<file path="config.mk">
export PLATFORM = sky130hd
export DESIGN_NAME = rational_number_alu_core_flat
export DESIGN_NICKNAME = d
export VERILOG_FILES = /design/src/hdl/rna_pkg.sv /design/src/hdl/rna_if.sv /design/src/hdl/rna_divider.sv /design/src/hdl/rational_number_alu_core.sv /design/src/flat_wrapper.sv
export SDC_FILE = /design/constraint.sdc
export NUM_CORES = 2
export LEC_CHECK = 0
export BUFFER_PORTS_ARGS = -buffer_cell sky130_fd_sc_hd__buf_2
export CAP_MARGIN = 0
export CORE_MARGIN = 5
export CORE_UTILIZATION = 40
export DETAILED_ROUTE_END_ITERATION = 12
export GPL_TIMING_DRIVEN = 0
export PLACE_DENSITY = 0.66
export SLEW_MARGIN = 40
export SYNTH_ARGS = -nofsm -noshare
export SYNTH_HDL_FRONTEND = slang
export SYNTH_SLANG_ARGS = --single-unit
</file>
<file path="constraint.sdc">
create_clock -name clk_i -period 10 [get_ports clk_i]
set_input_delay 2 -clock clk_i [delete_from_list [all_inputs] [get_ports clk_i]]
set_output_delay 2 -clock clk_i [all_outputs]
set_load 0.03 [all_outputs]
</file>
<file path="src/hdl/rna_pkg.sv">
// Package for the rational accumulator: widths, operation codes and shared types.
// No dependencies.
package rna_pkg;

  localparam int unsigned WIDTH = 32;
  localparam int unsigned DW    = 64;

  localparam logic [2:0] KIND_LOAD = 3'd0;
  localparam logic [2:0] KIND_ADD  = 3'd1;
  localparam logic [2:0] KIND_SUB  = 3'd2;
  localparam logic [2:0] KIND_MUL  = 3'd3;
  localparam logic [2:0] KIND_DIV  = 3'd4;

  typedef struct packed {
    logic [2:0]  kind;
    logic [31:0] operand_numerator;
    logic [31:0] operand_denominator;
  } req_t;

  typedef struct packed {
    logic [31:0] result_numerator;
    logic [30:0] result_denominator;
    logic        bad_denominator;
    logic        overflow;
  } rsp_t;

  // Control and status between the sequencer and the divider.
  typedef struct packed {
    logic start;
  } div_ctl_t;

  typedef struct packed {
    logic busy;
    logic done;
  } div_sts_t;

endpackage

</file>
<file path="src/hdl/rna_if.sv">
// Valid/ready channel interface for requests and results.
// Depends on rna_pkg.
interface rna_req_if import rna_pkg::*; ();
  logic valid;
  logic ready;
  req_t data;
  modport source (output valid, output data, input ready);
  modport sink (input valid, input data, output ready);
endinterface

interface rna_rsp_if import rna_pkg::*; ();
  logic valid;
  logic ready;
  rsp_t data;
  modport source (output valid, output data, input ready);
  modport sink (input valid, input data, output ready);
endinterface

</file>
<file path="src/hdl/rna_divider.sv">
// Restoring divider, one quotient bit per cycle, over DW-bit unsigned values.
// Depends on rna_pkg.
module rna_divider import rna_pkg::*; (
  input  logic          clk_i,
  input  logic          rst_ni,
  input  div_ctl_t      ctl_i,
  input  logic [DW-1:0] dividend_i,
  input  logic [DW-1:0] divisor_i,
  output div_sts_t      sts_o,
  output logic [DW-1:0] quotient_o,
  output logic [DW-1:0] remainder_o
);

  logic [DW-1:0]         quo_q, quo_d, rem_q, rem_d, dsr_q, dsr_d;
  logic [$clog2(DW):0]   cnt_q, cnt_d;
  logic                  busy_q, busy_d, done_q, done_d;
  logic [DW:0]           shifted;
  logic [DW:0]           trial;

  always_comb begin
    shifted = {rem_q, quo_q[DW-1]};
    trial   = shifted - {1'b0, dsr_q};
    quo_d   = quo_q;
    rem_d   = rem_q;
    dsr_d   = dsr_q;
    cnt_d   = cnt_q;
    busy_d  = busy_q;
    done_d  = 1'b0;
    if (ctl_i.start) begin
      quo_d  = dividend_i;
      rem_d  = '0;
      dsr_d  = divisor_i;
      cnt_d  = '0;
      busy_d = 1'b1;
    end else if (busy_q) begin
      if (!trial[DW]) begin
        rem_d = trial[DW-1:0];
        quo_d = {quo_q[DW-2:0], 1'b1};
      end else begin
        rem_d = shifted[DW-1:0];
        quo_d = {quo_q[DW-2:0], 1'b0};
      end
      cnt_d = cnt_q + 1'b1;
      if (cnt_q == ($clog2(DW)+1)'(DW - 1)) begin
        busy_d = 1'b0;
        done_d = 1'b1;
      end
    end
  end

  always_ff @(posedge clk_i or negedge rst_ni) begin
    if (!rst_ni) begin
      busy_q <= 1'b0;
      done_q <= 1'b0;
      cnt_q  <= '0;
    end else begin
      busy_q <= busy_d;
      done_q <= done_d;
      cnt_q  <= cnt_d;
    end
  end

  always_ff @(posedge clk_i) begin
    quo_q <= quo_d;
    rem_q <= rem_d;
    dsr_q <= dsr_d;
  end

  assign sts_o.busy   = busy_q;
  assign sts_o.done   = done_q;
  assign quotient_o   = quo_q;
  assign remainder_o  = rem_q;

  assert property (@(posedge clk_i) disable iff (!rst_ni) sts_o.done |-> !sts_o.busy)
    else $error("divider done while busy");
  assert property (@(posedge clk_i) disable iff (!rst_ni) ctl_i.start |=> sts_o.busy)
    else $error("divider did not start");
  assert property (@(posedge clk_i) disable iff (!rst_ni) sts_o.done |-> $past(sts_o.busy))
    else $error("divider done without work");

endmodule

</file>
<file path="src/hdl/rational_number_alu_core.sv">
// Rational accumulator core: operation sequencer with one shared 32x32 multiplier
// and one shared iterative divider. Depends on rna_pkg, rna_if and rna_divider.
// Each request runs the multiplier steps, then Euclid's algorithm on the divider, then two
// divisions by the gcd. A zero numerator skips the divider and an undefined kind goes
// straight to the result. One request at a time: ready again the cycle after the result.
// Reset: the held fraction becomes 0/1 and the block is ready at once.
module rational_number_alu_core import rna_pkg::*; (
  input  logic     clk_i,
  input  logic     rst_ni,
  rna_req_if.sink   req_i,
  rna_rsp_if.source rsp_o
);

  localparam logic [3:0] ST_IDLE  = 4'd0;
  localparam logic [3:0] ST_MUL   = 4'd1;
  localparam logic [3:0] ST_COMB  = 4'd2;
  localparam logic [3:0] ST_GCD   = 4'd3;
  localparam logic [3:0] ST_GWAIT = 4'd4;
  localparam logic [3:0] ST_QN    = 4'd5;
  localparam logic [3:0] ST_QNW   = 4'd6;
  localparam logic [3:0] ST_QDW   = 4'd7;
  localparam logic [3:0] ST_FIT   = 4'd8;
  localparam logic [3:0] ST_OUT   = 4'd9;

  logic [3:0]      state_q, state_d;
  logic [1:0]      mstep_q, mstep_d;
  logic [2:0]      kind_q;
  logic [31:0]     on_q, od_q;
  logic            os_q, bad_q, bad_d, ovf_q, ovf_d;
  logic [DW-1:0]   p0_q, p1_q, p_d;
  logic [DW-1:0]   nm_q, nm_d, dm_q, dm_d, ga_q, ga_d, gb_q, gb_d;
  logic            ns_q, ns_d;
  logic [WIDTH-1:0] accn_q, accn_d;
  logic [WIDTH-1:0] accd_q, accd_d;
  logic [31:0]     ma, mb;
  logic [DW-1:0]   prod;
  logic            as;
  logic [31:0]     am, ad;
  div_ctl_t        dctl;
  div_sts_t        dsts;
  logic [DW-1:0]   ddvd, ddvs, dq, dr;
  logic [31:0]     rn_mag, rd_mag;
  logic            rn_neg, rd_neg, rd_zero;
  logic [DW-1:0]   half;
  logic            fits;

  rna_divider u_div (
    .clk_i, .rst_ni, .ctl_i(dctl), .dividend_i(ddvd), .divisor_i(ddvs),
    .sts_o(dsts), .quotient_o(dq), .remainder_o(dr)
  );

  assign as   = accn_q[WIDTH-1];
  assign am   = 32'(as ? -{{(32-WIDTH){1'b1}}, accn_q} : {{(32-WIDTH){1'b0}}, accn_q});
  assign ad   = 32'(accd_q);
  assign prod = {32'd0, ma} * {32'd0, mb};
  assign half = DW'(1) << (WIDTH - 1);

  always_comb begin
    rn_neg  = req_i.data.operand_numerator[31];
    rn_mag  = rn_neg ? -req_i.data.operand_numerator : req_i.data.operand_numerator;
    rd_neg  = req_i.data.operand_denominator[31];
    rd_mag  = rd_neg ? -req_i.data.operand_denominator : req_i.data.operand_denominator;
    rd_zero = (req_i.data.operand_denominator == 32'd0);
  end

  // Multiplier operands: step 0 gives am*od (or am*on), step 1 on*ad, step 2 ad*od.
  always_comb begin
    ma = am;
    mb = od_q;
    case (mstep_q)
      2'd0: begin
        ma = am;
        mb = (kind_q == KIND_MUL) ? on_q : od_q;
      end
      2'd1: begin
        ma = (kind_q == KIND_DIV) ? ad : on_q;
        mb = (kind_q == KIND_DIV) ? on_q : ad;
      end
      default: begin
        ma = ad;
        mb = od_q;
      end
    endcase
  end

  always_comb begin
    fits = (dm_q <= half - 1) && (ns_q ? (nm_q <= half) : (nm_q <= half - 1));
  end

  always_comb begin
    state_d = state_q;
    mstep_d = mstep_q;
    bad_d   = bad_q;
    ovf_d   = ovf_q;
    nm_d    = nm_q;
    dm_d    = dm_q;
    ns_d    = ns_q;
    ga_d    = ga_q;
    gb_d    = gb_q;
    accn_d  = accn_q;
    accd_d  = accd_q;
    p_d     = prod;
    dctl.start = 1'b0;
    ddvd    = ga_q;
    ddvs    = gb_q;
    case (state_q)
      ST_IDLE: begin
        if (req_i.valid) begin
          bad_d   = rd_zero && (req_i.data.kind <= KIND_DIV);
          ovf_d   = 1'b0;
          mstep_d = 2'd0;
          state_d = (req_i.data.kind <= KIND_DIV) ? ST_MUL : ST_OUT;
        end
      end
      ST_MUL: begin
        mstep_d = mstep_q + 2'd1;
        if (mstep_q == 2'd2) state_d = ST_COMB;
      end
      ST_COMB: begin
        // p0 = first cross product, p1 = second, prod = denominator product.
        case (kind_q)
          KIND_LOAD: begin
            ns_d = os_q;
            nm_d = {32'd0, on_q};
            dm_d = {32'd0, od_q};
          end
          KIND_ADD, KIND_SUB: begin
            if (as == (os_q ^ (kind_q == KIND_SUB))) begin
              ns_d = as;
              nm_d = p0_q + p1_q;
            end else if (p0_q >= p1_q) begin
              ns_d = as;
              nm_d = p0_q - p1_q;
            end else begin
              ns_d = os_q ^ (kind_q == KIND_SUB);
              nm_d = p1_q - p0_q;
            end
            dm_d = prod;
          end
          KIND_MUL: begin
            ns_d = as ^ os_q;
            nm_d = p0_q;
            dm_d = prod;
          end
          default: begin
            ns_d = as ^ os_q;
            nm_d = p0_q;
            dm_d = p1_q;
          end
        endcase
        state_d = ST_GCD;
      end
      ST_GCD: begin
        if (dm_q == '0) begin
          dm_d  = DW'(1);
          bad_d = 1'b1;
        end
        if (nm_q == '0) begin
          ns_d    = 1'b0;
          dm_d    = DW'(1);
          state_d = ST_FIT;
        end else begin
          ga_d    = nm_q;
          gb_d    = (dm_q == '0) ? DW'(1) : dm_q;
          state_d = ST_GWAIT;
          dctl.start = 1'b1;
          ddvd    = nm_q;
          ddvs    = (dm_q == '0) ? DW'(1) : dm_q;
        end
      end
      ST_GWAIT: begin
        if (dsts.done) begin
          if (dr == '0) begin
            // gb holds the divisor; nm/gb is the quotient just produced when ga==nm.
            state_d = ST_QN;
          end else begin
            ga_d = gb_q;
            gb_d = dr;
            dctl.start = 1'b1;
            ddvd = gb_q;
            ddvs = dr;
          end
        end
      end
      ST_QN: begin
        dctl.start = 1'b1;
        ddvd    = nm_q;
        ddvs    = gb_q;
        state_d = ST_QNW;
      end
      ST_QNW: begin
        if (dsts.done) begin
          nm_d = dq;
          dctl.start = 1'b1;
          ddvd    = dm_q;
          ddvs    = gb_q;
          state_d = ST_QDW;
        end
      end
      ST_QDW: begin
        if (dsts.done) begin
          dm_d    = dq;
          state_d = ST_FIT;
        end
      end
      ST_FIT: begin
        if (fits) begin
          accn_d = WIDTH'(ns_q ? -nm_q : nm_q);
          accd_d = WIDTH'(dm_q);
        end else begin
          ovf_d = 1'b1;
        end
        state_d = ST_OUT;
      end
      ST_OUT: begin
        if (rsp_o.ready) state_d = ST_IDLE;
      end
      default: state_d = ST_IDLE;
    endcase
  end

  always_ff @(posedge clk_i or negedge rst_ni) begin
    if (!rst_ni) begin
      state_q <= ST_IDLE;
      mstep_q <= 2'd0;
      accn_q  <= '0;
      accd_q  <= WIDTH'(1);
      bad_q   <= 1'b0;
      ovf_q   <= 1'b0;
    end else begin
      state_q <= state_d;
      mstep_q <= mstep_d;
      accn_q  <= accn_d;
      accd_q  <= accd_d;
      bad_q   <= bad_d;
      ovf_q   <= ovf_d;
    end
  end

  always_ff @(posedge clk_i) begin
    if (state_q == ST_IDLE && req_i.valid) begin
      kind_q <= req_i.data.kind;
      on_q   <= rn_mag;
      od_q   <= rd_zero ? 32'd1 : rd_mag;
      os_q   <= (rn_mag != 32'd0) && (rn_neg != (rd_neg && !rd_zero));
    end
    if (state_q == ST_MUL && mstep_q == 2'd0) p0_q <= p_d;
    if (state_q == ST_MUL && mstep_q == 2'd1) p1_q <= p_d;
    nm_q <= nm_d;
    dm_q <= dm_d;
    ns_q <= ns_d;
    ga_q <= ga_d;
    gb_q <= gb_d;
  end

  assign req_i.ready = (state_q == ST_IDLE);
  assign rsp_o.valid = (state_q == ST_OUT);
  assign rsp_o.data.result_numerator   = 32'(signed'(accn_q));
  assign rsp_o.data.result_denominator = 31'(accd_q);
  assign rsp_o.data.bad_denominator    = bad_q;
  assign rsp_o.data.overflow           = ovf_q;

  assert property (@(posedge clk_i) disable iff (!rst_ni) !(req_i.ready && rsp_o.valid))
    else $error("ready while a result is pending");
  assert property (@(posedge clk_i) disable iff (!rst_ni) accd_q != '0)
    else $error("held denominator is zero");
  assert property (@(posedge clk_i) disable iff (!rst_ni) !accd_q[WIDTH-1])
    else $error("held denominator negative");
  assert property (@(posedge clk_i) disable iff (!rst_ni)
    (state_q == ST_OUT && ovf_q) |-> $stable(accn_q))
    else $error("overflow changed the state");

endmodule

</file>
<file path="src/flat_wrapper.sv">
// flat-port wrapper written by rule: the top's interface ports become plain ports
module rational_number_alu_core_flat import rna_pkg::*;
  (clk_i, rst_ni, req_i_valid, req_i_data, req_i_ready, rsp_o_valid, rsp_o_data, rsp_o_ready);
  rna_req_if req_i_i ();
  rna_rsp_if rsp_o_i ();
  input  logic clk_i;
  input  logic rst_ni;
  input wire logic [$bits(req_i_i.valid)-1:0] req_i_valid;
  input wire logic [$bits(req_i_i.data)-1:0] req_i_data;
  output wire logic [$bits(req_i_i.ready)-1:0] req_i_ready;
  output wire logic [$bits(rsp_o_i.valid)-1:0] rsp_o_valid;
  output wire logic [$bits(rsp_o_i.data)-1:0] rsp_o_data;
  input wire logic [$bits(rsp_o_i.ready)-1:0] rsp_o_ready;
  assign req_i_i.valid = req_i_valid;
  assign req_i_i.data = req_i_data;
  assign req_i_ready = req_i_i.ready;
  assign rsp_o_valid = rsp_o_i.valid;
  assign rsp_o_data = rsp_o_i.data;
  assign rsp_o_i.ready = rsp_o_ready;
  rational_number_alu_core u_core (.clk_i(clk_i), .rst_ni(rst_ni), .req_i(req_i_i), .rsp_o(rsp_o_i));
endmodule
</file>
# Yosys cells after proc, flatten, opt, wreduce, memory -nomap -nowiden
# Index checks and enable logic that the tools add are counted.
totals:
  ff_bits: 726
  input_bits: 71
  word_cells: 175
  out_inout_bits: 67
classes:
  magnitude_cmp: 5
  n_reduce_logical: 35
  bitwise: 3
  mul: 1
  n_addsub: 10
  eq_ne: 28
  n_mux: 69
op_table:
  columns: ["operator", "n"]
  rows:
  - ["two-way mux 64 bit", 15]
  - ["one-hot mux 64 bit (2 select lines)", 5]
  - ["one-hot mux 64 bit (4 select lines)", 1]
  - ["logical NOT 64 bit", 3]
  - ["two-way mux 32 bit", 6]
  - ["one-hot mux 64 bit (3 select lines)", 1]
  - ["<= comparator 64 x 31 -> 1 bit, second input constant", 2]
  - ["negation 32 bit", 4]
  - ["one-hot mux 32 bit (2 select lines)", 2]
  - ["subtractor 64 bit", 2]
  - ["subtractor 65 x 64 -> 65 bit", 1]
  - ["adder 64 bit", 1]
  - [">= comparator 64 bit", 1]
  - ["<= comparator 64 x 32 -> 1 bit, second input constant", 1]
  - ["multiplier 32 x 32 -> 64 bit", 1]
  - ["one-hot mux 4 bit (10 select lines)", 1]
  - ["two-way mux 4 bit", 9]
  - ["logical NOT 32 bit", 1]
  - ["nonzero test 32 bit", 1]
  - ["two-way mux 31 bit", 1]
  - ["two-way mux 1 bit", 19]
  - ["== test 4 x 3 -> 1 bit, second input constant", 4]
  - ["two-way mux 7 bit", 2]
  - ["nonzero test 2 bit", 7]
  - ["other kinds (33)", 60]

# Longest topological paths before layout
depth:
  ltp_word: 6
  mapped_depth: 44
  mapped_depth_nobuf: 41

# Cells and area by module
# Synthesis repeated with hierarchy kept, for this count alone.
unflattened:
  cells_unflattened: 9381
  hier_area_um2: 82341.5
modules_own_cells:
  columns: ["module", "seq_area_each_um2", "area_each_um2", "cells_each", "n_inst"]
  rows:
  - ["rational_number_alu_core", 14765.4, 70318.7, 8145, 1]
  - ["rna_divider", 5350.1, 12022.8, 1236, 1]

# Worst setup path before layout
# Ideal clock, no wire load.
synth_timing:
  kind: "reg2reg"
  from: "register u_core.accn_q[9]"
  to: "register u_core.dm_q[63], data pin"
  setup_slack_ns: -0.246
  n_path_buf: 2
  stages_incl_launch_ff: 36
  required_ns: 9.739
  arrival_time_ns: 9.985
  cell_sequence: "dfrtp_1 > or4_1 > or3_1 > or3_1 > or3_1 > nand2b_1 > o21ai_0 > xnor2_1 > nand2_1 > and2_1 > buf_2 > buf_1 > nor2_1 > fa_1 > fa_1 > inv_1 > fa_1 > fa_1 > inv_1 > fa_1 > fa_1 > fa_1 > fa_1 > ha_1 > a21o_1 > a21o_1 > a21o_1 > a21oi_1 > nor2_1 > or2_2 > o211ai_1 > nand2_1 > a211o_1 > a221oi_1 > xnor2_1 > a221o_1"
synth_between:
  elab_chain_len: 6
synth_lines:
  columns: ["element", "line", "rtl"]
  rows:
  - ["start, declared", "rational_number_alu_core.sv:33", "logic [WIDTH-1:0] accn_q, accn_d;"]
  - ["start signal, assigned", "rational_number_alu_core.sv:233", "accn_q <= accn_d;"]
  - ["negation 32 bit", "rational_number_alu_core.sv:53", "assign am = 32'(as ? -{{(32-WIDTH){1'b1}}, accn_q} : {{(32-WIDTH){1'b0}}, accn_q});"]
  - ["two-way mux 32 bit *", "rational_number_alu_core.sv:53", null]
  - ["one-hot mux 32 bit (2 select lines) *", "rational_number_alu_core.sv:70", "case (mstep_q)"]
  - ["multiplier 32 x 32 -> 64 bit *", "rational_number_alu_core.sv:55", "assign prod = {32'd0, ma} * {32'd0, mb};"]
  - ["net u_core.p_d[63]", "rational_number_alu_core.sv:30", "logic [DW-1:0] p0_q, p1_q, p_d;"]
  - ["one-hot mux 64 bit (2 select lines) *", "rational_number_alu_core.sv:121", "case (kind_q)"]
  - ["one-hot mux 64 bit (3 select lines) *", "rational_number_alu_core.sv:106", "case (state_q)"]
  - ["net u_core.dm_d[63]", "rational_number_alu_core.sv:31", "logic [DW-1:0] nm_q, nm_d, dm_q, dm_d, ga_q, ga_d, gb_q, gb_d;"]
  - ["end signal, assigned", "rational_number_alu_core.sv:250", "dm_q <= dm_d;"]
  - ["end, declared", "rational_number_alu_core.sv:31", null]
# The timed path passes the listed nets; every way through them passes the cells marked *.
# A chain may end at the register's enable or synchronous reset.

# Worst setup path after layout
layout_timing:
  from: "register u_core.mstep_q[1]"
  to: "register u_core.dm_q[47], data pin"
layout_between:
  elab_chain_len: 5
  word_cells_on_any_way: 7
  classes_between: "mul (1); eq/ne (1); mux (4); reduce/logical (1)"
layout_lines:
  columns: ["element", "line", "rtl"]
  rows:
  - ["start, declared", "rational_number_alu_core.sv:26", "logic [1:0] mstep_q, mstep_d;"]
  - ["start signal, assigned", "rational_number_alu_core.sv:232", "mstep_q <= mstep_d;"]
  - ["== test 2 x 1 -> 1 bit / logical NOT 2 bit (equally long branches)", "rational_number_alu_core.sv:70", null]
  - ["one-hot mux 32 bit (2 select lines)", "rational_number_alu_core.sv:70", null]
  - ["multiplier 32 x 32 -> 64 bit *", "rational_number_alu_core.sv:55", null]
  - ["net u_core.p_d[47]", "rational_number_alu_core.sv:30", null]
  - ["one-hot mux 64 bit (2 select lines) *", "rational_number_alu_core.sv:121", null]
  - ["one-hot mux 64 bit (3 select lines) *", "rational_number_alu_core.sv:106", null]
  - ["net u_core.dm_d[47]", "rational_number_alu_core.sv:31", null]
# Marked as above.

==> run summary <==
Gp weighted congestion -> 1.11
Die height -> 468 µm
Hold Startpoint -> u_core.gb_q[55]
Wire length per cell -> 34.8 µm
R2r setup slk -> -1.18 ns
Die width -> 468 µm
DRC viols -> 2
Skew final -> 0.0532 ns
Synth Register Bits -> 726
Via density -> 6.31
Hold Path Class -> flip-flop to flip-flop
Crit path launch type -> flip-flop
Least-Margin Pin Slew -> 1.16 ns
Status -> finished with violations
Commonest non-fill, non-tap cell in the layout -> inv_1
Setup WS pre-CTS -> -3.18 ns
Worst path bufs/invs -> 16
Max Fclk -> 0.0895 GHz
Final Critical Period -> 11.18 ns
R2r endpoint -> u_core.dm_q[47]
Post-synth EDFFs -> 517
Initial DRC count -> 12.8k
Drt first pass iters -> 13
Reg clk slew, reported paths -> 0.06 ns
Layout Cells excl Fill -> 12.9k
Worst r2r path cells -> 40
Num CTS Buffers -> 85
Root Driver -> clkbuf_16
Initial Util -> 40.1%
Hold path depth -> 2
Setup violators final -> 116
Worst r2r src -> u_core.mstep_q[1]
Hold path endpoint -> u_core.gb_q[55]
Io pins -> 138
Antenna Violating Nets Remaining -> 0
Syn_area_per_cell -> 8.77 µm²
Hold Vio Cnt, Final -> 0
# rows -> 168
RSZ-0062 raised after global routing -> yes
Grt peak-use layer -> met1
Number of max-cap violations -> 0
Filler Cells Inserted -> 20.3k
Tot GR Track Use -> 39.6%
Vias in the first global route -> 77.6k
Layout cells sized above 1 -> 13.2%
Synthesized cell area -> 0.0839 mm²
Mapped Cells -> 9565
Design area -> 0.0963 mm²
Crit-path max cell delay -> 0.61 ns
Syn Nets -> 11.1k
First-pass GRT wire length -> 611 mm
Crit Path Category -> flip-flop to flip-flop
Crit path top cell by count -> fa_1
Cell area after placement -> 0.0896 mm²
WP data required -> 10.45 ns
Largest net degree at the start of global routing -> 65
CTS Buffer Depth -> 3
Worst rel slew slack -> 22.9%
Final nets -> 11.4k
Most frequent cells in the layout -> inv_1 (1246), nand2_1 (1093), nor2_1 (955), fa_1 (866), a21oi_1 (678)
Area delta synth->final -> 14.9%
Met2 Usage GRT -> 54.2%
H-tree Lvls -> 3
DP HPWL -> 368 mm
CP delay by family, top -> adder cells
Fin. max-slew vios -> 0
Vias -> 81.1k
Yosys warns -> 0
Final setup TNS -> -65.73 ns
Total gr overflow -> 0
Total Wirelength -> 447 mm
Fin crit share -> 112%
Initial antenna violation count -> 50
CP arrival -> 11.63 ns
Crit-path slowest cell -> clkbuf_2
Synth cell types -> 92
Global-route met3 utilization -> 13.6%
Worst-path fanout max -> 10
CP endpoint kind -> flip-flop
CTS tree -> yes
Ys async rst share -> 11.2%
Placed Cells -> 12.6k
Critical path depth -> 40
Port Buffers -> 136
Core footprint -> 0.209 mm²
Seq/Total Area, Yosys -> 24.0%
Failing checks -> design-rule violations, negative setup slack
Setup ws final -> -1.18 ns
Met1 usage -> 57.1%
Post-synth top flop -> edfxtp_1
Skew-Pair Late Insertion Delay -> 0.73 ns
Sink Count -> 726
Die area -> 0.219 mm²
[cells by family (layout without fill, tap and decap cells)]
group	after synthesis	in the layout	share of synthesized area [%]
flip-flops	726	726	24.0
other	0	28	0
multiplexers	194	194	2.52
XOR/XNOR	316	316	3.30
AO/OA/AOI/OAI	2256	2256	18.0
AND/OR/NAND/NOR	2753	2754	14.1
adder cells (fa/ha/maj)	1426	1426	29.3
buffers and inverters	1894	2347	8.81
[worst max path at each step]
stage,slack (ns),endpoint,start
3_5_place_dp,-3.18,u_core.dm_q[63],u_core.accn_q[0]
6_report,-1.18,u_core.dm_q[47],u_core.mstep_q[1]
2_1_floorplan,-0.04,u_core.dm_q[63],u_core.accn_q[9]
5_1_grt,-1.21,u_core.dm_q[63],u_core.accn_q[6]
3_3_place_gp,-4.87,u_core.dm_q[48],u_core.accn_q[0]
4_1_cts,-1.0,u_core.dm_q[63],u_core.accn_q[8]
[synth_stat cells (all sizes together), types with 19 or more instances]
cell type | count | area, µm²
nand3 | 80 | 400
fa | 900 | 18000
nand4 | 81 | 507
mux2 | 134 | 1510
a211o | 27 | 236
o41ai | 21 | 184
a21o | 143 | 1070
xor2 | 100 | 876
a22oi | 150 | 1130
nand2 | 1141 | 4280
inv | 1261 | 4740
a222oi | 143 | 1430
nor4 | 80 | 528
a21oi | 706 | 3540
o21bai | 79 | 593
nor3 | 76 | 380
and2 | 83 | 519
o31ai | 69 | 518
o221ai | 19 | 166
clkbuf | 484 | 1820
nor2b | 31 | 194
a211oi | 50 | 375
ha | 526 | 6580
or2 | 29 | 181
a31oi | 57 | 357
and3 | 30 | 188
a221o | 41 | 410
dfxtp | 128 | 2560
nand2b | 41 | 257
dfrtp | 80 | 2000
xnor2 | 216 | 1890
nor2 | 996 | 3750
a221oi | 52 | 455
o21a | 89 | 668
mux2i | 60 | 601
o21ai | 349 | 1750
edfxtp | 517 | 15500
or3 | 41 | 262
o211ai | 101 | 788
buf | 147 | 828
[tightest hold or removal path, cell delays in order (launching register included)]
cell and delay, ns:
dfxtp_1 0.33, nand2_1 0.06, nand2_1 0.05
[sequential cells by signal, indices dropped and copies added, names as in the netlist]
name                      flops
u_core.dm_q                  64
u_core.gb_q                  64
u_core.ovf_q                  1
u_core.od_q                  32
u_core.p0_q                  64
u_core.ns_q                   1
u_core.u_div.quotient_o      64
u_core.u_div.done_q           1
u_core.state_q                4
u_core.u_div.remainder_o     64
u_core.accn_q                32
u_core.mstep_q                2
u_core.on_q                  32
u_core.os_q                   1
u_core.p1_q                  64
u_core.accd_q                32
u_core.kind_q                 3
u_core.ga_q                  64
u_core.u_div.dsr_q           64
u_core.u_div.busy_q           1
u_core.u_div.cnt_q            7
u_core.nm_q                  64
u_core.bad_q                  1
[stage by stage]
step | hold slack [ns] | util [%]
floorplan | 0.441 | -
global placement | 0.468 | 42.1
detailed placement | 0.476 | 42.8
CTS | 0.491 | 45.3
global route | 0.523 | 46.0
finish | 0.493 | 46.1
[metal layers]
metal  part of all wire [%]  wire length (µm)  vias to the layer above
met4                    5.2             23100                       20
met5                  0.028               125                        -
met3                     15             65100                      974
met1                     41            184000                    41000
li1                       -                 -                    33300
met2                     39            175000                     5799
[what timing repair did]
| item | 4_1_cts | 5_1_grt |
|---|---|---|
| hold buffers | 0 | 0 |
| setup buffers | 61 | 74 |
| endpoints found under the setup margin | 150 | 130 |
| resized for setup | 412 | 215 |
| pin swaps | 77 | 106 |
| gates cloned | 0 | 2 |
[area by class of cell]
cell class	instances	area, µm²	area share (%)
plain buffers	599	3260	3.38
clock inverters	44	608	0.631
well taps	2805	3510	3.64
multi-input cells	6946	59000	61.2
flip-flops and latches	726	20100	20.9
clock buffers	115	2320	2.41
diodes	28	70.1	0.0727
inverters	1263	4750	4.93
repair buffers	326	2710	2.81
Power is left out: the tool's default activity adds up to more than one toggle a clock period on the data nets, which glitch-free logic cannot reach.
